===== config.mk =====
export PLATFORM = sky130hd
export DESIGN_NAME = rva_front
export DESIGN_NICKNAME = d
export VERILOG_FILES = /design/src/hdl/rva_pkg.sv /design/src/hdl/rva_front.sv
export SDC_FILE = /design/constraint.sdc
export NUM_CORES = 2
export LEC_CHECK = 0
export BUFFER_PORTS_ARGS = -buffer_cell sky130_fd_sc_hd__buf_2
export CORE_UTILIZATION = 25
export CTS_BUF_LIST = sky130_fd_sc_hd__clkbuf_16
export CTS_CLUSTER_DIAMETER = 150
export DETAILED_ROUTE_END_ITERATION = 7
export PLACE_DENSITY = 0.41
export SYNTH_ARGS = -nofsm -noshare
export SYNTH_HDL_FRONTEND = slang
export SYNTH_SLANG_ARGS = --single-unit

===== constraint.sdc =====
create_clock -name clk_i -period 1.55 [get_ports clk_i]
set_clock_uncertainty 0.05 [all_clocks]
set_input_delay 0.31 -clock clk_i [delete_from_list [all_inputs] [get_ports clk_i]]
set_output_delay 0.31 -clock clk_i [all_outputs]
set_load 0.005 [all_outputs]

===== src/hdl/rva_pkg.sv =====
package rva_pkg;

  localparam int unsigned XLEN = 32;
  localparam int unsigned CMD_W = 10;
  localparam int unsigned REG_W = 5;
  localparam int unsigned SHAMT_W = 5;

  localparam logic [CMD_W-1:0] CMD_ADD    = 10'h000;
  localparam logic [CMD_W-1:0] CMD_SUB    = 10'h100;
  localparam logic [CMD_W-1:0] CMD_SLL    = 10'h001;
  localparam logic [CMD_W-1:0] CMD_SLT    = 10'h002;
  localparam logic [CMD_W-1:0] CMD_SLTU   = 10'h003;
  localparam logic [CMD_W-1:0] CMD_XOR    = 10'h004;
  localparam logic [CMD_W-1:0] CMD_SRL    = 10'h005;
  localparam logic [CMD_W-1:0] CMD_SRA    = 10'h105;
  localparam logic [CMD_W-1:0] CMD_OR     = 10'h006;
  localparam logic [CMD_W-1:0] CMD_AND    = 10'h007;
  localparam logic [CMD_W-1:0] CMD_MUL    = 10'h008;
  localparam logic [CMD_W-1:0] CMD_MULH   = 10'h009;
  localparam logic [CMD_W-1:0] CMD_MULHSU = 10'h00A;
  localparam logic [CMD_W-1:0] CMD_MULHU  = 10'h00B;
  localparam logic [CMD_W-1:0] CMD_DIV    = 10'h00C;
  localparam logic [CMD_W-1:0] CMD_DIVU   = 10'h00D;
  localparam logic [CMD_W-1:0] CMD_REM    = 10'h00E;
  localparam logic [CMD_W-1:0] CMD_REMU   = 10'h00F;

  typedef struct packed {
    logic             valid;
    logic             illegal;
    logic [REG_W-1:0] rd;
    logic [XLEN-1:0]  res;
    logic [XLEN-1:0]  npc;
    logic             is_div;
    logic             want_rem;
    logic             neg_q;
    logic             neg_r;
    logic             bzero;
    logic [XLEN-1:0]  a_orig;
    logic [XLEN-1:0]  rem;
    logic [XLEN-1:0]  qd;
    logic [XLEN-1:0]  dvs;
  } word_t;

endpackage


===== src/hdl/rva_front.sv =====
module rva_front #(
  parameter int unsigned INSTR_STEP = 4
) (
  input  logic                        clk_i,
  input  logic                        rst_ni,
  input  logic                        en_i,
  input  logic                        valid_i,
  input  logic [rva_pkg::CMD_W-1:0]   cmd_i,
  input  logic [rva_pkg::REG_W-1:0]   rd_i,
  input  logic [rva_pkg::XLEN-1:0]    a_i,
  input  logic [rva_pkg::XLEN-1:0]    b_i,
  input  logic [rva_pkg::XLEN-1:0]    pc_i,
  output rva_pkg::word_t              word_o
);

  rva_pkg::word_t word_d, word_q;
  logic [rva_pkg::SHAMT_W-1:0] sh;
  logic sgn_a, sgn_b, div_sgn;
  logic signed [rva_pkg::XLEN:0] ma, mb;
  logic signed [2*rva_pkg::XLEN+1:0] prod;

  assign sh = b_i[rva_pkg::SHAMT_W-1:0];
  assign sgn_a = (cmd_i == rva_pkg::CMD_MULH) || (cmd_i == rva_pkg::CMD_MULHSU);
  assign sgn_b = (cmd_i == rva_pkg::CMD_MULH);
  assign ma = $signed({sgn_a & a_i[rva_pkg::XLEN-1], a_i});
  assign mb = $signed({sgn_b & b_i[rva_pkg::XLEN-1], b_i});
  assign prod = ma * mb;

  always_comb begin
    div_sgn = 1'b0;
    word_d = '0;
    word_d.valid = valid_i;
    word_d.rd = rd_i;
    word_d.a_orig = a_i;
    word_d.dvs = b_i;
    word_d.qd = a_i;
    word_d.bzero = (b_i == '0);
    word_d.npc = pc_i + rva_pkg::XLEN'(INSTR_STEP);
    unique case (cmd_i)
      rva_pkg::CMD_ADD:  word_d.res = a_i + b_i;
      rva_pkg::CMD_SUB:  word_d.res = a_i - b_i;
      rva_pkg::CMD_SLL:  word_d.res = a_i << sh;
      rva_pkg::CMD_SLT:  word_d.res = rva_pkg::XLEN'($signed(a_i) < $signed(b_i));
      rva_pkg::CMD_SLTU: word_d.res = rva_pkg::XLEN'(a_i < b_i);
      rva_pkg::CMD_XOR:  word_d.res = a_i ^ b_i;
      rva_pkg::CMD_SRL:  word_d.res = a_i >> sh;
      rva_pkg::CMD_SRA:  word_d.res = rva_pkg::XLEN'($signed(a_i) >>> sh);
      rva_pkg::CMD_OR:   word_d.res = a_i | b_i;
      rva_pkg::CMD_AND:  word_d.res = a_i & b_i;
      rva_pkg::CMD_MUL:  word_d.res = prod[rva_pkg::XLEN-1:0];
      rva_pkg::CMD_MULH: begin
        word_d.res = prod[2*rva_pkg::XLEN-1:rva_pkg::XLEN];
      end
      rva_pkg::CMD_MULHSU: begin
        word_d.res = prod[2*rva_pkg::XLEN-1:rva_pkg::XLEN];
      end
      rva_pkg::CMD_MULHU: word_d.res = prod[2*rva_pkg::XLEN-1:rva_pkg::XLEN];
      rva_pkg::CMD_DIV: begin
        word_d.is_div = 1'b1;
        div_sgn = 1'b1;
      end
      rva_pkg::CMD_DIVU: word_d.is_div = 1'b1;
      rva_pkg::CMD_REM: begin
        word_d.is_div = 1'b1;
        word_d.want_rem = 1'b1;
        div_sgn = 1'b1;
      end
      rva_pkg::CMD_REMU: begin
        word_d.is_div = 1'b1;
        word_d.want_rem = 1'b1;
      end
      default: begin
        word_d.illegal = 1'b1;
        word_d.npc = pc_i;
      end
    endcase
    if (div_sgn) begin
      word_d.neg_q = a_i[rva_pkg::XLEN-1] ^ b_i[rva_pkg::XLEN-1];
      word_d.neg_r = a_i[rva_pkg::XLEN-1];
      if (a_i[rva_pkg::XLEN-1]) word_d.qd = '0 - a_i;
      if (b_i[rva_pkg::XLEN-1]) word_d.dvs = '0 - b_i;
    end
  end

  always_ff @(posedge clk_i or negedge rst_ni) begin
    if (!rst_ni) begin
      word_q <= '0;
    end else if (en_i) begin
      word_q <= word_d;
    end
  end

  assign word_o = word_q;

endmodule


# ---- After elaboration in Yosys (flattened, before gate mapping)
# Index checks and enable logic that the tools add are counted.
dict set report totals {
  reg_bits 172
  in_bits 115
  out_inout_bits 204
  word_cells 65
}
dict set report op_classes {
  addsub 5
  mul 1
  order_cmp 2
  eq_ne 17
  shifts 3
  mux 10
  n_bitwise 6
  reduce_logical 8
}
# op count
set ops {}
lappend ops {{32-bit case mux with 12 select lines} 1}
lappend ops {{32-bit two-way mux} 3}
lappend ops {{10-bit by 4-bit == test with 1-bit output (second input constant)} 8}
lappend ops {{32-bit < comparator} 2}
lappend ops {{33-bit by 33-bit multiplier with 64-bit output} 1}
lappend ops {{64-bit two-way mux} 1}
lappend ops {{1-bit by 32-bit subtractor with 32-bit output (first input constant)} 2}
lappend ops {{10-bit by 3-bit == test with 1-bit output (second input constant)} 4}
lappend ops {{32-bit by 3-bit adder with 32-bit output (second input constant)} 1}
lappend ops {{32-bit adder} 1}
lappend ops {{32-bit AND} 1}
lappend ops {{32-bit zero test} 1}
lappend ops {{32-bit bitwise OR} 1}
lappend ops {{32-bit by 5-bit << shifter with 32-bit output} 1}
lappend ops {{32-bit by 5-bit right shift with 32-bit output} 1}
lappend ops {{32-bit by 5-bit >>> shifter with 32-bit output} 1}
lappend ops {{32-bit subtractor} 1}
lappend ops {{32-bit bitwise XOR} 1}
lappend ops {{10-bit by 2-bit == test with 1-bit output (second input constant)} 2}
lappend ops {{10-bit by 9-bit == test with 1-bit output (second input constant)} 2}
lappend ops {{18-bit OR reduction} 1}
lappend ops {{10-bit by 1-bit == test with 1-bit output (second input constant)} 1}
lappend ops {{10-bit zero test} 1}
lappend ops {{1-bit two-way mux} 4}
lappend ops {{other kinds (7)} 9}

# ---- Logic depth before layout (Yosys ltp)
dict set report logic_depth {
  ltp_word 5
  ltp_mapped 37
}

# ---- Worst setup path before layout
# Ideal clock, no wire load.
dict set report synth_path {
  kind {input to register}
  start {input cmd_i[7] (netlist bit)}
  end {register word_q (netlist bit word_o[193])}
  setup_time_ns 0.069
  arrival_time_ns 9.384
  required_ns 1.431
  setup_slack_ns -7.953
  stages 32
  path_buffers 3
  path_cell_list {or4_4 > buf_6 > nor2_1 > nand2_1 > nor4_4 > nand2_2 > nor2_1 > clkbuf_1 > nand2_1 > fa_1 > fa_1 > inv_1 > fa_1 > inv_1 > fa_1 > inv_1 > fa_1 > fa_1 > fa_1 > inv_1 > fa_1 > inv_1 > ha_1 > clkbuf_1 > a21o_1 > a21o_1 > a211oi_1 > o21a_1 > a31oi_4 > a21oi_1 > or4b_1 > nand3_1}
}
dict set report synth_via {
  elab_chain_cells 5
  elab_cells_between_ends 20
  cone_classes {mul (1); eq/ne (13); mux (1); bitwise (2); reduce/logical (3)}
}
# element line_no
set synth_rtl {}
lappend synth_rtl {{start, declared} rva_front.sv:8} ;# input logic [rva_pkg::CMD_W-1:0] cmd_i,
lappend synth_rtl {{10-bit by 4-bit == test with 1-bit output, on equally long branches} {rva_front.sv:23, rva_front.sv:24, rva_front.sv:39}}
lappend synth_rtl {{1-bit logical OR} rva_front.sv:23} ;# assign sgn_a = (cmd_i == rva_pkg::CMD_MULH) || (cmd_i == rva_pkg::CMD_MULHSU);
lappend synth_rtl {{1-bit AND} rva_front.sv:25} ;# assign ma = $signed({sgn_a & a_i[rva_pkg::XLEN-1], a_i});
lappend synth_rtl {{33-bit by 33-bit multiplier with 64-bit output} rva_front.sv:27} ;# assign prod = ma * mb;
lappend synth_rtl {{32-bit case mux with 12 select lines (*)} rva_front.sv:39} ;# unique case (cmd_i)
lappend synth_rtl {{end signal, assigned} rva_front.sv:89} ;# word_q <= word_d;
lappend synth_rtl {{end, declared} rva_front.sv:16} ;# rva_pkg::word_t word_d, word_q;
# Mark *: on every way between the ends. The rest lies on a longest branch, timed or not.
# A chain may end at the register's enable or synchronous reset.

# ---- Worst setup path in the final report
dict set report layout_path {
  start {input cmd_i[4] (netlist bit)}
  end {register word_q (netlist bit word_o[193])}
}
# The elaborated chain is that of the path after synthesis.

==> flow_metrics.env <==
export IMPL_drtPass1Iterations=6
export IMPL_ys_types=99
export IMPL_die_area_um2=218000
export IMPL_r2r_end="word_o[196]$_DFFE_PN0P_"
export IMPL_slowest_delay_ns=0.67
export IMPL_layout_common_cells="1,235 x buf_4, 1,233 x inv_1, 1,090 x fa_1, 895 x nand2_1, 568 x nor2_1"
export IMPL_nNetsFinal=9283
export IMPL_crit_end="word_o[193]$_DFFE_PN0P_"
export IMPL_grt_total_usage=0.262
export IMPL_setup_viol=152
export IMPL_cts_tree="done"
export IMPL_grt_pass1_wl_mm=403
export IMPL_post_drt_wl_per_cell_um=26.9
export IMPL_via_per_inst=4.77
export IMPL_die_h_um=467
export IMPL_cpMaxStageDelayCell="fa_2"
export IMPL_cts_inserted_buffers=17
export IMPL_final_max_slew_violation_count=0
export IMPL_hold_path_class="in -> reg"
export IMPL_place_congestion=0.990
export IMPL_finalHoldViolations=0
export IMPL_ys_ff_latch=171
export IMPL_maxSlewHeadroom=0.376
export IMPL_synth_async_reset_ratio=1.00
export IMPL_fin_crit_sh=5.35
export IMPL_hpwl_mm=246
export IMPL_crit_required_ns=2.01
export IMPL_r2r_setup_slack_ns=-0.60
export IMPL_rows=170
export IMPL_drv_cap=0
export IMPL_start_util=0.252
export IMPL_core_area_um2=215000
export IMPL_synthFlopType="dfrtp_1"
export IMPL_status="finished with violations"
export IMPL_cts_root_buf="clkbuf_16"
export IMPL_largest_reg_flops=171
export IMPL_yosysWarnings=0
export IMPL_h_tree_depth=4
export IMPL_rsz0062_at_grt="true"
export IMPL_avgSynthCellArea_um2=8.47
export IMPL_clk_latency_ns=0.55
export IMPL_synth_edf_count=0
export IMPL_critPathLaunch="cmd_i[4]"
export IMPL_grt_max_degree=137
export IMPL_io_buffers=286
export IMPL_netlist_area_um2=54000
export IMPL_routed_wl_mm=285
export IMPL_crit_type="in -> reg"
export IMPL_reg2regPathDepth=7
export IMPL_synth_top_cell_area_share=0.418
export IMPL_ys_seq_area_frac=0.0792
export IMPL_yosys_area_top_type="fa_1"
export IMPL_drive_above_1_share=0.294
export IMPL_fp_dieW_um=467
export IMPL_cp_max_fo=5
export IMPL_antenna_found_initial=33
export IMPL_area_growth_synth_to_final_pct=35.9
export IMPL_tightest_slew_ns=0.930
export IMPL_setup_ws_ns=-6.74
export IMPL_ant_nets=0
export IMPL_r2r_start="word_o[196]$_DFFE_PN0P_"
export IMPL_num_vias=50500
export IMPL_clock_sinks=171
export IMPL_overflow=0
export IMPL_min_period_ns=8.29
export IMPL_fmax_ghz=0.121
export IMPL_failed_checks="negative setup slack"
export IMPL_clock_path_buffers=2
export IMPL_first_iter_violations=3846
export IMPL_crit_path_start_kind="input port"
export IMPL_synth_area_top_cells="fa_1 42%, inv_1 9.0%, dfrtp_1 7.9%"
export IMPL_grt_pass1_vias=53400
export IMPL_drcViolationCount=0
export IMPL_pin_count=319
export IMPL_critical_path_arrival_ns=8.76
export IMPL_min_delay_start="pc_i[25]"
export IMPL_cp_end_kind="flop"
export IMPL_synthCells=6372
export IMPL_mostFrequentLayoutCell="buf_4"
export IMPL_path_clk_slew_ns=0.10
export IMPL_setup_tns_ns=-288.62
[worst max-delay path: cells and delay by family]
family                     cells  cell delay (ns)
adders and majority gates      9             4.64
and+or+nand+nor                9             2.01
buffers and inverters         10             1.05
AOI/OAI and AO/OA              5             0.72
[how the worst min path moves through the flow]
stage	to	cells past startpoint
global route	word_o[114]$_DFFE_PN0P_	2
CTS	word_o[143]$_DFFE_PN0P_	3
global placement	word_o[33]$_DFFE_PN0P_	1
finish	word_o[158]$_DFFE_PN0P_	3
floorplan	word_o[0]$_DFFE_PN0P_	0
detailed placement	word_o[33]$_DFFE_PN0P_	1
[synthesized netlist by cell type, types with 35 or more instances]
cell type	n
a21o_1	36
a21oi_1	278
buf_1	91
clkbuf_1	300
dfrtp_1	171
fa_1	1127
ha_1	312
inv_1	1295
mux2_2	50
mux2i_1	60
nand2_1	927
nand3_1	73
nor2_1	600
nor3_1	35
o21ai_0	222
xnor2_1	108
xor2_1	55
[area by class of cell]
cell class	instances	area [um2]
multi-input cells	4488	45300
flip-flops and latches	171	4280
well taps	2838	3550
repair buffers	1740	14600
clock inverters	15	193
diodes	11	27.5
clock buffers	17	425
fillers	22700	141000
inverters	1311	5050
[through the flow]
| step | hold slack [ns] | cells | util | cell area [um2] | setup slack (ns) |
|---|---|---|---|---|---|
| after detailed placement | 0.232 | 10500 | 0.324 | 69500 | -7.98 |
| after global placement | 0.228 | 10500 | 0.324 | 69500 | -7.96 |
| final | 0.0401 | 10600 | 0.342 | 73400 | -6.74 |
| after global routing | 0.0226 | 10600 | 0.342 | 73400 | -7.03 |
| after CTS | 0.00408 | 10500 | 0.334 | 71700 | -6.70 |
| after floorplan | -0.0356 | 6403 | - | 55000 | -7.39 |
[per-layer routing]
layer,vias up,global-route usage,wire (um)
met2,1536,0.438,136000
met3,358,0.0306,13600
met1,26300,0.340,122000
li1,22300,-,-
met5,-,0,121
met4,18,0.112,13700
[repair_timing]
item	4_1_cts	5_1_grt
hold endpoints to repair	129	0
gates resized for setup	279	335
hold buffers	17	0
setup buffers	23	49
cloned	2	0
setup endpoints to repair	166	158
pin swaps	66	163
[cell families after synthesis]
family                     count (synthesis)  synth area share
and+or+nand+nor                         1808             0.138
buffers and inverters                   1744             0.124
adders and majority gates               1439             0.490
AOI/OAI and AO/OA                        908             0.108
DFF                                      171            0.0792
xor gates and xnor gates                 163            0.0264
muxes                                    138            0.0332
other                                      1         0.0000694
Power is not shown: default switching activity piles up to over one toggle a cycle in this logic, so the estimate is an artifact.
