<file path="src/hdl/rva_pkg.sv">
package rva_pkg;

  localparam int unsigned XLEN = 32;
  localparam int unsigned CMD_W = 10;
  localparam int unsigned REG_W = 5;
  localparam int unsigned SHAMT_W = 5;

  localparam logic [CMD_W-1:0] CMD_ADD    = 10'h000;
  localparam logic [CMD_W-1:0] CMD_SUB    = 10'h100;
  localparam logic [CMD_W-1:0] CMD_SLL    = 10'h001;
  localparam logic [CMD_W-1:0] CMD_SLT    = 10'h002;
  localparam logic [CMD_W-1:0] CMD_SLTU   = 10'h003;
  localparam logic [CMD_W-1:0] CMD_XOR    = 10'h004;
  localparam logic [CMD_W-1:0] CMD_SRL    = 10'h005;
  localparam logic [CMD_W-1:0] CMD_SRA    = 10'h105;
  localparam logic [CMD_W-1:0] CMD_OR     = 10'h006;
  localparam logic [CMD_W-1:0] CMD_AND    = 10'h007;
  localparam logic [CMD_W-1:0] CMD_MUL    = 10'h008;
  localparam logic [CMD_W-1:0] CMD_MULH   = 10'h009;
  localparam logic [CMD_W-1:0] CMD_MULHSU = 10'h00A;
  localparam logic [CMD_W-1:0] CMD_MULHU  = 10'h00B;
  localparam logic [CMD_W-1:0] CMD_DIV    = 10'h00C;
  localparam logic [CMD_W-1:0] CMD_DIVU   = 10'h00D;
  localparam logic [CMD_W-1:0] CMD_REM    = 10'h00E;
  localparam logic [CMD_W-1:0] CMD_REMU   = 10'h00F;

  typedef struct packed {
    logic             valid;
    logic             illegal;
    logic [REG_W-1:0] rd;
    logic [XLEN-1:0]  res;
    logic [XLEN-1:0]  npc;
    logic             is_div;
    logic             want_rem;
    logic             neg_q;
    logic             neg_r;
    logic             bzero;
    logic [XLEN-1:0]  a_orig;
    logic [XLEN-1:0]  rem;
    logic [XLEN-1:0]  qd;
    logic [XLEN-1:0]  dvs;
  } word_t;

endpackage

</file>
<file path="src/hdl/rva_div_cell.sv">
module rva_div_cell (
  input  logic           clk_i,
  input  logic           rst_ni,
  input  logic           en_i,
  input  rva_pkg::word_t word_i,
  output rva_pkg::word_t word_o
);

  rva_pkg::word_t word_d, word_q;
  logic [rva_pkg::XLEN:0] trial, diff;
  logic qbit;

  // one restoring step: shift in next dividend bit, subtract if it fits
  assign trial = {word_i.rem, word_i.qd[rva_pkg::XLEN-1]};
  assign diff = trial - {1'b0, word_i.dvs};
  assign qbit = !diff[rva_pkg::XLEN];

  always_comb begin
    word_d = word_i;
    word_d.rem = qbit ? diff[rva_pkg::XLEN-1:0] : trial[rva_pkg::XLEN-1:0];
    word_d.qd = {word_i.qd[rva_pkg::XLEN-2:0], qbit};
  end

  always_ff @(posedge clk_i or negedge rst_ni) begin
    if (!rst_ni) begin
      word_q <= '0;
    end else if (en_i) begin
      word_q <= word_d;
    end
  end

  assign word_o = word_q;

endmodule

</file>
<file path="config.mk">
export PLATFORM = sky130hd
export DESIGN_NAME = rva_div_cell
export DESIGN_NICKNAME = d
export VERILOG_FILES = /design/src/hdl/rva_pkg.sv /design/src/hdl/rva_div_cell.sv
export SDC_FILE = /design/constraint.sdc
export NUM_CORES = 1
export LEC_CHECK = 0
export ABC_AREA = 1
export BUFFER_PORTS_ARGS = -buffer_cell sky130_fd_sc_hd__buf_2
export CAP_MARGIN = 20
export CORE_AREA = 2 2 160 162
export CTS_CLUSTER_SIZE = 28
export DETAILED_ROUTE_END_ITERATION = 10
export DIE_AREA = 0 0 162 164
export PLACE_DENSITY = 0.72
export SLEW_MARGIN = 20
export SYNTH_ARGS = -nofsm -noshare
export SYNTH_HDL_FRONTEND = slang
export SYNTH_SLANG_ARGS = --single-unit
</file>
<file path="constraint.sdc">
create_clock -name clk_i -period 1.2 [get_ports clk_i]
set_input_delay 0.06 -clock clk_i [delete_from_list [all_inputs] [get_ports clk_i]]
set_output_delay 0.06 -clock clk_i [all_outputs]
set_load 0.005 [all_outputs]
</file>
Yosys cells after proc, flatten, opt, wreduce, memory -nomap -nowiden
Index checks and enable logic that the tools add are counted.
- memory bits (writable): 0
- input port bits: 207
- register bits after elaboration: 204
- latch bits: 0
- logic and storage cells: 17
- memory bits (read-only): 0
- memories: 0
- multiply operators: 0
- add/sub/neg operators: 1
- $lt $le $gt $ge: 0
- eq/ne operators: 0
- shift-type cells: 0
- bitwise logic cells: 0
- mux-type cells: 1
- reductions and logical operators: 1
- div/mod/pow operators: 0
- operators with widths (operator ; number):
    33-bit by 32-bit subtractor with 33-bit output ; 1
    32-bit 2-to-1 mux ; 1
    1-bit zero test ; 1

Longest topological paths before layout
Gate-level depths: netlist (run 1).
- word-level depth: 2
- mapped depth: 18

Worst setup path before layout (run 1)
No wires, ideal clock.
- kind: in2reg
- start: input word_i[63] in the netlist's numbering
- end: register word_q, in the netlist word_o[76]
- data arrival time: 1.801 ns
- cell stages on the path: 17
- library setup time: 0.117 ns
- data required time: 1.083 ns
- path slack: -0.719 ns
- path through: inv_1 ha_1 fa_1 inv_1 nand2_1 nand2_1 nand3_2 nand2_4 nand2_2 nand2_4 nand2_4 nand3_4 buf_6 buf_6 nand3_2 nand3_1 nand2_1
- longest elaborated chain between the ends: 2
- RTL lines (item ; RTL line ; text):
    from (decl) ; rva_div_cell.sv:5 ; input rva_pkg::word_t word_i,
    33-bit by 32-bit subtractor with 33-bit output ; rva_div_cell.sv:15 ; assign diff = trial - {1'b0, word_i.dvs};
    32-bit 2-to-1 mux ; rva_div_cell.sv:20 ; word_d.rem = qbit ? diff[rva_pkg::XLEN-1:0] : trial[rva_pkg::XLEN-1:0];
    to (signal assigned) ; rva_div_cell.sv:28 ; word_q <= word_d;
    to (decl) ; rva_div_cell.sv:9 ; rva_pkg::word_t word_d, word_q;
No other way between the ends.
A chain may end at the register's enable or synchronous reset.

Worst setup path in the final report (run 1)
- start: input word_i[63] in the netlist's numbering
- end: register word_q, in the netlist word_o[80]
The elaborated chain is that of the path after synthesis.

==> impl_results.md, run 1 <==
* Outcome: finished, violations left
* Failing checks: hold timing, setup timing
* Via count at ~13000
* HPWL after detailed placement at 27700 um
* CP required at approximately 1600 ps
* Nets at 2512
* Top cells by count, synth: 792 x nand2_1, 204 x dfrtp_1, 171 x inv_1
* Layout area overhead at 71.1%
* First-pass GRT wire length at 68700 um
* Wirelength, routed at around 46000 um
* Sequential power share at 0.377
* Final instance area at approximately 0.019 sq mm
* Least-Margin Pin Slew at between 300 and 400 ps
* Internal power at 0.0145 W
* GP Congestion at 0.914
* Final worst slack at -261 ps
* Switching share of power at 0.315
* Drt first pass iters at 5
* Worst setup path category: input pin to flip-flop
* Mapped Area at 0.0108 sq mm
* CP Launch Type: input pin
* Max Fclk at 684 MHz
* Worst Path Buf+Inv at 4
* Via/cell ratio at ~5.0
* Minimum clock period after layout at between 1000 and 1500 ps
* Root Driver: clkbuf_16
* Avg WL per Cell at between 15 and 20 um
* Hold slack final at -58.7 ps
* Hold Violations, Final at 2
* DR iter-0 viols at roughly 1100
* Remaining Overflow, GRT at 0
* Total track usage at 0.327
* Area contributors post-synth: dfrtp_1 47%, nand2_1 27%, inv_1 5.9%
* Max-slew violations at 0
* Post-synth ARST share at 1.00
* Drt drc at 0
* Number of global-route vias before repair at 12805
* Mapped Cells at approximately 1500
* Die Wd at 162 um
* Critical Path End Type: flip-flop
* CTS sink cnt at 204
* Part of the Yosys area used for sequential elements at 0.472
* Max clock buf depth at 3
* Post-synth EDFFs at 0
* Maximum VDD drop at 1.11 mV
* Clk slew on worst S/H paths at 60 ps
* RSZ-0062 raised after global routing: yes
* Io pins at 411
* CTS HTree Levels at 1
* Synth area leader: dfrtp_1
* Synth Warn # at 0
* Site Rows at 58
* Die ar. at 0.0266 sq mm
* Power share of the combinational group at 0.299
* Setup TNS at -7350 ps
* Share of cells above drive strength 1 at 0.354
* Largest net degree at the start of global routing at between 60 and 70
* Clock Power Share at 0.324
* Slowest cell on crit path: fa_2
* Fillers at about 1700
* Post-route ant nets at 0
* Power Density at approximately 1100 mW/mm^2
* Initial Util at 0.436
* Max FO, Critical Path at 8
* Final setup viols at 33
* Post-synthesis area per instance at 7.21 sq um
* Max-cap violations at 0
* CTS tree: built
* Critical path arrival at 1870 ps
* Top delay family on crit path: simple AND/OR/NAND/NOR gates
* Max FFs per register at 204
* Final period util at 1.22
* Initial antenna violation count at 4
* CORE AREA at 0.0248 sq mm
* Worst path max stage delay at 340 ps
* Worst Skew at 0 ps
* Psw at roughly 0.0067 W
* Clk_lat worst skew at approximately 520 ps
* Post-synth cell types at 33
* Synth Register Bits at 204
* Crit path top cell by count: nand2_4
* Port bufs at 410
* Share of the synthesized area in the top cell type at 0.472
* Worst path cell trace: buf_8 > inv_12 > ha_4 > fa_2 > inv_2 > nand2_2 > nand2_2 > nand3_2 > nand2_4 > nand2_4 > nand2_4 > nand2_4 > nand2_4 > nand2_8 > nand2_8 > buf_12 > nand2_2 > nand3_2 > nand2_1
* Area post-placement at 0.0144 sq mm
* Pleak at 10.4 nW
* Main synth FF type: dfrtp_1
* Most numerous cell in the Yosys netlist: nand2_1
* Mapped Nets at ~1700
* Die Height at 164 um
* Hold buffer count at cts at roughly 220
* Max_slew headroom at 0.783
* CTS buffer count at 23
* Hold WC Path Type: input pin to flip-flop
==> timing repair <==
item | 4_1_cts | 5_1_grt
gates resized for setup | 78 | 116
setup buffers | 13 | 6
pin swaps | 26 | 30
endpoints found under the hold margin | 406 | 1
endpoints found under the setup margin | 33 | 95
cloned | 2 | 3
==> placed cells by master (no fill, tap or decap), drive strengths merged, types with 12 or more instances in the layout <==
cell type      n
o21ai         33
nor2          49
xnor2         12
buf          573
dfrtp        204
nand3         85
clkbuf        37
inv          177
dlygate4sd3  223
nand2        802
ha            32
a21oi         22
==> worst paths after layout <==
| path | startpoint | to | slack, ps | cells past startpoint |
|---|---|---|---|---|
| worst max-delay path | word_i[63] | word_o[80]$_DFFE_PN0P_ | -260 | 19 |
| min in group asynchronous | rst_ni | word_o[100]$_DFFE_PN0P_ | 610 | 3 |
| worst max register to register | word_o[101]$_DFFE_PN0P_ | word_o[101]$_DFFE_PN0P_ | 450 | 2 |
| worst min register to register | word_o[107]$_DFFE_PN0P_ | word_o[107]$_DFFE_PN0P_ | 470 | 2 |
| worst min-delay path | word_i[64] | word_o[65]$_DFFE_PN0P_ | -60 | 5 |
| max in group asynchronous | rst_ni | word_o[107]$_DFFE_PN0P_ | 50 | 4 |
==> final cells by class <==
class | instances | area, sq um | share of cell area
diodes | 4 | 10.0 | 0.000541
repair buffers | 801 | 5970 | 0.322
flip-flops and latches | 204 | 5110 | 0.276
clock inverters | 7 | 51.3 | 0.00277
inverters | 175 | 679 | 0.0367
clock buffers | 33 | 673 | 0.0364
multi-input cells | 1067 | 5610 | 0.303
well taps | 330 | 413 | 0.0223
==> worst reg2reg max path: stages, from the launching register on <==
cell and delay [ps]:
dfrtp_1 400, nand2_1 120, nand2_1 100
==> power by group through the flow <==
stage | sequential, W | combinational [W] | clock, W
after CTS | 0.00794 | 0.00573 | 0.00689
after global placement | 0.00804 | 0.00467 | 0
after detailed placement | 0.00805 | 0.00475 | 0
after floorplan | 0.00813 | 0.00212 | 0
after global routing | 0.00805 | 0.00687 | 0.00727
final | 0.00799 | 0.00635 | 0.00688
==> metrics by stage <==
step	util	total power, W	cells	setup WS, ps
after floorplan	-	0.0102	1499	-593
after global placement	0.581	0.0127	2329	-823
after detailed placement	0.581	0.0128	2329	-871
after CTS	0.724	0.0206	2608	-180
after global routing	0.746	0.0222	2620	-330
final	0.746	0.0212	2621	-261
==> layer usage <==
metal | GRT usage | routed length, um | vias to the layer above
li1 | - | - | 6076
met2 | 0.571 | 22900 | 650
met3 | 0.0735 | 3450 | 188
met4 | 0.145 | 2540 | 2
met5 | 0.00947 | 13 | -
met1 | 0.387 | 17100 | 6125
==> logic make-up (layout without fill, tap and decap cells) <==
family / Yosys count / count (layout) / share of synthesized area
xor+xnor: 15 / 15 / 0.0121
flops: 204 / 204 / 0.472
simple gates: 959 / 959 / 0.362
buf+inv: 228 / 1016 / 0.0841
other cells: 0 / 4 / 0
fa+ha+maj: 33 / 33 / 0.0389
compound gates: 60 / 60 / 0.0303
(Power assumes the default switching activity.)
==> run 2, diff against run 1 <==
--- a/config.mk
+++ b/config.mk
@@ -5,14 +5,13 @@
 export SDC_FILE = /design/constraint.sdc
 export NUM_CORES = 1
 export LEC_CHECK = 0
-export ABC_AREA = 1
 export BUFFER_PORTS_ARGS = -buffer_cell sky130_fd_sc_hd__buf_2
 export CAP_MARGIN = 20
-export CORE_AREA = 2 2 160 162
+export CORE_AREA = 2 2 161 163
 export CTS_CLUSTER_SIZE = 28
 export DETAILED_ROUTE_END_ITERATION = 10
-export DIE_AREA = 0 0 162 164
-export PLACE_DENSITY = 0.72
+export DIE_AREA = 0 0 163 165
+export PLACE_DENSITY = 0.66
 export SLEW_MARGIN = 20
 export SYNTH_ARGS = -nofsm -noshare
 export SYNTH_HDL_FRONTEND = slang
==> run 2 against run 1 <==
  * The run ends with setup timing left
  * Global-route usage down 9.1 points
  * Clock-buffer cell count fell by 3
  * Clock power grew 6.4%
  * Critical path depth shrank 5
  * Final cell count shrank 27%
  * Critical endpoint is now word_o[81]$_DFFE_PN0P_
  * Sequential power grew 1%
  * Worst setup slack lost 600 ps
  * Routed wire length decreased by 29%
  * Synthesized area fell by 11%
  * Cell area fell by 12%
  * Clock skew unchanged
  * Synthesized cell count is 47% lower
==> impl_results.md, run 2 <==
* Failing checks: setup timing (was hold timing, setup timing)
* Mapped Area at 0.00958 sq mm (was 0.0108 sq mm)
* Switching share of power at 0.273 (was 0.315)
* Hold Violations, Final at 0 (was 2)
* Mapped Nets at 1035 (was 1739)
* Drt first pass iters at 4 (was 5)
* Final instance area at 0.0162 sq mm (was 0.0185 sq mm)
* Sequential power share at 0.394 (was 0.377)
* R2R depth at 3 (was 2)
* Post-synthesis area per instance at 12.1 sq um (was 7.21 sq um)
* RSZ-0062 raised after global routing: yes (unchanged)
* Synth Area in XOR/XNOR at 0.0192 (was 0.0121)
* Critical R2R Capture: word_o[95]$_DFFE_PN0P_ (was word_o[101]$_DFFE_PN0P_)
* Initial Util at 0.383 (was 0.436)
* CP Launch Type: input pin (unchanged)
* Critical Path End Type: flip-flop (unchanged)
* Max-cap violations at 0 (unchanged)
* Max FFs per register at 204 (unchanged)
* Simple-Gate Fraction of Synth Area at 0.0608 (was 0.362)
* Post-Synth Adder-Cell Area at 0.0439 (was 0.0389)
* Critical path arrival at 2470 ps (was 1870 ps)
* GRT met2 Usage at 0.427 (was 0.571)
* Largest net degree at the start of global routing at 49 (was 68)
* Synth Warn # at 0 (unchanged)
* Area post-placement at 0.0131 sq mm (was 0.0144 sq mm)
* Max clock buf depth at 3 (unchanged)
* Synth Area in Compound Gates at 0.102 (was 0.0303)
* Minimum clock period after layout at 2060 ps (was 1460 ps)
* Proportion of synthesized area in mux cells at 0.208 (was 0)
* DR iter-0 viols at 428 (was 1148)
* Final core occ at 0.647 (was 0.746)
* Final worst slack at -863 ps (was -261 ps)
* Synth area leader: dfrtp_1 (unchanged)
* Power share of the combinational group at 0.250 (was 0.299)
* Mapped Cells at 795 (was 1499)
* Synth Register Bits at 204 (unchanged)
* Avg WL per Cell at 17.1 um (was 17.6 um)
* Root Driver: clkbuf_16 (unchanged)
* Share of cells above drive strength 1 at 0.510 (was 0.354)
* Pleak at 7.88 nW (was 10.4 nW)
* Nets at 1790 (was 2512)
* First-pass GRT wire length at 50200 um (was 68700 um)
* Psw at 0.00560 W (was 0.00668 W)
* Post-synth EDFFs at 0 (unchanged)
* Initial antenna violation count at 10 (was 4)
* Final setup viols at 33 (unchanged)
* Via count at 9181 (was 13041)
* Final period util at 1.72 (was 1.22)
* Die ar. at 0.0269 sq mm (was 0.0266 sq mm)
* Port bufs at 410 (unchanged)
* Wirelength, routed at 32700 um (was 46000 um)
* Post-synth cell types at 57 (was 33)
* Power Density at 1270 mW/mm^2 (was 1150 mW/mm^2)
* Layout area overhead at 69.0% (was 71.1%)
* Io pins at 411 (unchanged)
* CTS HTree Levels at 1 (unchanged)
* Remaining Overflow, GRT at 0 (unchanged)
* Clk_lat worst skew at 510 ps (was 520 ps)
* CTS buffer count at 23 (unchanged)
* Internal power at 0.0150 W (was 0.0145 W)
* Die Height at 165 um (was 164 um)
* Via/cell ratio at 4.82 (was 4.98)
* Clk slew on worst S/H paths at 70 ps (was 60 ps)
* Hold WC Path Type: input pin to asynchronous set/reset pin (was input pin to flip-flop)
* Max-slew violations at 0 (unchanged)
* Part of the Yosys area used for sequential elements at 0.533 (was 0.472)
* Maximum VDD drop at 0.962 mV (was 1.11 mV)
* GP Congestion at 0.868 (was 0.914)
* Post-synth ARST share at 1.00 (unchanged)
* Total track usage at 0.236 (was 0.327)
* CORE AREA at 0.0250 sq mm (was 0.0248 sq mm)
* FF-to-FF setup slack at 330 ps (was 450 ps)
* Site Rows at 58 (unchanged)
* Met1 Usage GRT at 0.267 (was 0.387)
* Die Wd at 163 um (was 162 um)
* Main synth FF type: dfrtp_1 (unchanged)
* Max Fclk at 485 MHz (was 684 MHz)
* Area contributors post-synth: dfrtp_1 53%, mux2_2 20%, ha_1 4.2% (was dfrtp_1 47%, nand2_1 27%, inv_1 5.9%)
* Outcome: finished, violations left (unchanged)
* Most numerous cell in the Yosys netlist: dfrtp_1 (was nand2_1)
* Share of the synthesized area in the top cell type at 0.533 (was 0.472)
* CTS sink cnt at 204 (unchanged)
* GRT met3 Usage at 0.0495 (was 0.0735)
* Clock Power Share at 0.356 (was 0.324)
* Commonest non-fill, non-tap cell in the layout: buf_2 (was nand2_1)
* CTS tree: built (unchanged)
* Top cells by count, synth: 204 x dfrtp_1, 174 x mux2_2, 50 x a21oi_1 (was 792 x nand2_1, 204 x dfrtp_1, 171 x inv_1)
* Setup crit end: word_o[81]$_DFFE_PN0P_ (was word_o[80]$_DFFE_PN0P_)
* Drt drc at 0 (unchanged)
* Max_slew headroom at 0.763 (was 0.783)
* R2r startpoint: word_o[95]$_DFFE_PN0P_ (was word_o[101]$_DFFE_PN0P_)
* Largest family of logic cells by synthesized area: multiplexers (was simple AND/OR/NAND/NOR gates)
* Worst Skew at 0 ps (unchanged)
* Least-Margin Pin Slew at 356 ps (was 325 ps)
* HPWL after detailed placement at 22000 um (was 27700 um)
* Worst setup path category: input pin to flip-flop (unchanged)
* Number of global-route vias before repair at 9716 (was 12805)
* CP required at 1610 ps (about the same)
* Max FO, Critical Path at 7 (was 8)
* Most frequent cells in the layout: 406 x buf_2, 206 x dlygate4sd3_1, 204 x dfrtp_1 (was 724 x nand2_1, 405 x buf_2, 223 x dlygate4sd3_1)
* Global routing's busiest layer: met2 (unchanged)
* Crit. Startpoint: word_i[63] (unchanged)
* Post-route ant nets at 0 (unchanged)
## run 2: how the worst min path moves through the flow
stage | from | endpoint | slack (ps) | depth (start not counted)
2_1_floorplan | rst_ni | word_o[0]$_DFFE_PN0P_ | -240 | 0
3_3_place_gp | rst_ni | word_o[76]$_DFFE_PN0P_ | -20 | 1
3_5_place_dp | rst_ni | word_o[76]$_DFFE_PN0P_ | -30 | 1
4_1_cts | rst_ni | word_o[75]$_DFFE_PN0P_ | 20 | 2
5_1_grt | rst_ni | word_o[76]$_DFFE_PN0P_ | 40 | 2
6_report | rst_ni | word_o[76]$_DFFE_PN0P_ | 20 | 2
## run 2: cell families after synthesis
logic type / count (synthesis)
and+or+nand+nor: 127
buffers and inverters: 81
muxes: 177
adders and majority gates: 33
AOI/OAI and AO/OA: 152
DFF: 204
xor gates and xnor gates: 21
## run 2: power groups by stage
| stage | Combinational (W) | Clock [W] | Sequential, W |
|---|---|---|---|
| floorplan | 0.00190 | 0 | 0.00825 |
| global placement | 0.00430 | 0 | 0.00815 |
| detailed placement | 0.00438 | 0 | 0.00818 |
| CTS | 0.00502 | 0.00746 | 0.00807 |
| global route | 0.00558 | 0.00781 | 0.00819 |
| finish | 0.00513 | 0.00732 | 0.00810 |
## run 2: final cells by class
cell class	instances	area, sq um
Antenna cell	10	25.0
Clock inverter	11	143
Multi-Input combinational cell	510	4280
Inverter	46	180
Fill cell	1879	8840
Timing Repair Buffer	765	5420
Sequential cell	204	5100
Clock buffer	30	632
Tap cell	330	413
## run 2: metal layers
| layer | wire length (um) | vias to the layer above |
|---|---|---|
| met5 | 13 | - |
| met3 | 1980 | 99 |
| met2 | 16900 | 319 |
| li1 | - | 4352 |
| met1 | 12400 | 4409 |
| met4 | 1400 | 2 |
## run 2: critical path, stage by stage
cell       delay (ps)
buf_8              90
inv_8              30
ha_4              160
fa_2              350
and2b_1           230
o31a_1            180
o211ai_2          120
o211ai_1          260
a31oi_2           150
o2bb2ai_4         290
buf_4             160
a41o_1             90
o21ai_1            50
mux2_4            250
## run 2: repair_timing
action	4_1_cts	5_1_grt
hold buffers	206	0
endpoints found under the setup margin	33	33
resized for setup	21	13
pin swaps	12	9
buffers inserted	8	4
endpoints found under the hold margin	408	0
## run 2: metrics by stage
stage	hold WS (ps)	setup slack [ps]	setup TNS [ps]	power (W)	instances
2_1_floorplan	-236	-1080	-32930	0.0101	795
3_3_place_gp	-21.3	-1440	-44670	0.0125	1638
3_5_place_dp	-28.4	-1540	-47620	0.0126	1638
4_1_cts	15.3	-866	-26980	0.0206	1892
5_1_grt	39.9	-1010	-31260	0.0216	1903
6_report	19.3	-863	-26580	0.0206	1906
==> run 3, diff against run 2 <==
--- a/config.mk
+++ b/config.mk
@@ -12,7 +12,9 @@
 export DETAILED_ROUTE_END_ITERATION = 10
 export DIE_AREA = 0 0 163 165
 export PLACE_DENSITY = 0.66
+export REMOVE_ABC_BUFFERS = 1
 export SLEW_MARGIN = 20
 export SYNTH_ARGS = -nofsm -noshare
 export SYNTH_HDL_FRONTEND = slang
 export SYNTH_SLANG_ARGS = --single-unit
+export TNS_END_PERCENT = 1
==> run 3 against run 2 <==
  * Maximum frequency fell by 4.2%
  * Critical endpoint is now word_o[85]$_DFFE_PN0P_
  * Largest cell class unchanged
  * The run still ends with setup timing left
  * Combinational power rose by 1%
  * Total power rose by 0.79%
  * Register-to-register slack barely moved
  * Global-route usage barely moved
  * Flip-flop and latch count did not move
  * Highest routed layer is now met4
==> impl_results.md, run 3 (synthesized netlist as in run 2, its figures left out) <==
* GRT met3 Usage at 0.0442 (was 0.0495)
* Root Driver: clkbuf_16 (unchanged)
* Number of global-route vias before repair at 9652 (was 9716)
* GRT met2 Usage at 0.419 (was 0.427)
* DR iter-0 viols at 393 (was 428)
* Share of cells above drive strength 1 at 0.508 (was 0.510)
* Die Height at 165 um (unchanged)
* Outcome: finished, violations left (unchanged)
* CTS sink cnt at 204 (unchanged)
* Drt drc at 0 (unchanged)
* Avg WL per Cell at 17.6 um (was 17.1 um)
* CTS HTree Levels at 1 (unchanged)
* Max clock buf depth at 3 (unchanged)
* Via/cell ratio at 4.87 (was 4.82)
* Power Density at 1280 mW/mm^2 (was 1270 mW/mm^2)
* Total track usage at 0.236 (about the same)
* Minimum clock period after layout at 2150 ps (was 2060 ps)
* Least-Margin Pin Slew at 363 ps (was 356 ps)
* Max_slew headroom at 0.758 (was 0.763)
* CP required at 1580 ps (was 1610 ps)
* Port bufs at 410 (unchanged)
* Max Fclk at 465 MHz (was 485 MHz)
* Area post-placement at 0.0130 sq mm (was 0.0131 sq mm)
* First-pass GRT wire length at 50000 um (was 50200 um)
* Nets at 1777 (was 1790)
* Via count at 9168 (was 9181)
* Global routing's busiest layer: met2 (unchanged)
* CTS tree: built (unchanged)
* Critical Path End Type: flip-flop (unchanged)
* Hold WC Path Type: input pin to asynchronous set/reset pin (unchanged)
* Final period util at 1.79 (was 1.72)
* Wirelength, routed at 33200 um (was 32700 um)
* Drt first pass iters at 4 (unchanged)
* Remaining Overflow, GRT at 0 (unchanged)
* Die Wd at 163 um (unchanged)
* Failing checks: setup timing (unchanged)
* Max-cap violations at 0 (unchanged)
* Setup TNS at -28190 ps (was -26580 ps)
* Pleak at 7.88 nW (about the same)
* Final instance area at 0.0162 sq mm (about the same)
* RSZ-0062 raised after global routing: yes (unchanged)
* Maximum VDD drop at 1.29 mV (was 0.962 mV)
* Met1 Usage GRT at 0.284 (was 0.267)
* Layout Cells excl Fill at 1881 (was 1906)
* Commonest non-fill, non-tap cell in the layout: buf_2 (unchanged)
* CORE AREA at 0.0250 sq mm (unchanged)
* HPWL after detailed placement at 22000 um (about the same)
* Max FO, Critical Path at 6 (was 7)
* Max-slew violations at 0 (unchanged)
* Final worst slack at -953 ps (was -863 ps)
* CP Launch Type: input pin (unchanged)
* Initial Util at 0.383 (unchanged)
* Initial antenna violation count at 0 (was 10)
* Site Rows at 58 (unchanged)
* Die ar. at 0.0269 sq mm (unchanged)
* Largest net degree at the start of global routing at 48 (was 49)
* Worst setup path category: input pin to flip-flop (unchanged)
* Clk_lat worst skew at 500 ps (was 510 ps)
* Inst Count DP at 1620 (was 1638)
* Hold Violations, Final at 0 (unchanged)
* Clk slew on worst S/H paths at 60 ps (was 70 ps)
* Post-route ant nets at 0 (unchanged)
* Layout area overhead at 68.7% (was 69.0%)
* Final setup viols at 33 (unchanged)
* Worst Skew at 0 ps (unchanged)
* Final core occ at 0.646 (was 0.647)
* CTS buffer count at 23 (unchanged)
* Max FFs per register at 204 (unchanged)
* GP Congestion at 0.843 (was 0.868)
* Critical path arrival at 2530 ps (was 2470 ps)
* Most frequent cells in the layout: 406 x buf_2, 205 x dlygate4sd3_1, 204 x dfrtp_1 (was 406 x buf_2, 206 x dlygate4sd3_1, 204 x dfrtp_1)
* Fillers at 1886 (was 1879)
* Io pins at 411 (unchanged)
[run 3: cell types whose count changed in the layout (fill, tap and decap cells not counted), sizes merged]
cell,previous run,this run
buf,559,546
diode,10,1
clkbuf,30,34
clkinv,6,2
clkinvlp,2,0
dlygate4sd3,206,205
[run 3: timing repair]
item                       CTS  global route
resized for setup           24            29
cloned                       1             1
pin swaps                   26            17
hold endpoints to repair   407             0
hold buffers               205             0
setup endpoints to repair   33            75
buffers inserted             8             9
[run 3: through the flow]
step	hold WS, ps	worst slack (ps)	total power [W]
CTS	23.5	-980	0.0207
floorplan	-236	-2200	0.00999
global route	50.9	-1030	0.0217
global placement	-19.4	-1550	0.0124
finish	49.5	-953	0.0207
detailed placement	-17.2	-1660	0.0125
[run 3: per-layer routing]
| metal | vias up | routed length (um) |
|---|---|---|
| met1 | 4456 | 13000 |
| li1 | 4311 | - |
| met5 | - | 0 |
| met2 | 319 | 16900 |
| met3 | 82 | 1940 |
| met4 | 0 | 1310 |
[run 3: final cells by class]
class	count	area, sq um	area share
sequential	204	5100	0.316
timing repair buffer	752	5410	0.334
antenna	1	2.50	0.000155
clock buffer	33	693	0.0429
inverter	46	180	0.0111
clock inverter	5	100	0.00619
tap	330	413	0.0255
multi-input combinational	510	4270	0.264
[run 3: power breakdown]
group	leakage, nW	total (W)	internal, W	switching, W
combinational	5.11	0.00520	0.00292	0.00228
sequential	2.38	0.00810	0.00767	0.000427
clock	0.394	0.00742	0.00461	0.00281
[run 3: final timing paths]
path | startpoint | to | slack (ps) | depth (start not counted)
worst max register to register | word_o[86]$_DFFE_PN0P_ | word_o[86]$_DFFE_PN0P_ | 340 | 3
worst max-delay path | word_i[63] | word_o[85]$_DFFE_PN0P_ | -950 | 14
max in group asynchronous | rst_ni | word_o[140]$_DFFE_PN0P_ | 590 | 3
worst min-delay path | rst_ni | word_o[12]$_DFFE_PN0P_ | 50 | 2
min in group clk_i | word_i[63] | word_o[64]$_DFFE_PN0P_ | 110 | 6
worst min register to register | word_o[65]$_DFFE_PN0P_ | word_o[65]$_DFFE_PN0P_ | 480 | 1
[run 3: critical path: stages]
cell and delay, ps:
buf_8 80, inv_4 30, ha_4 150, fa_2 330
and2b_1 220, o31a_1 200, o211ai_2 160, o211ai_1 260
a31oi_2 150, o2bb2ai_4 300, buf_6 150, clkbuf_16 130
o21ai_2 50, mux2_4 260
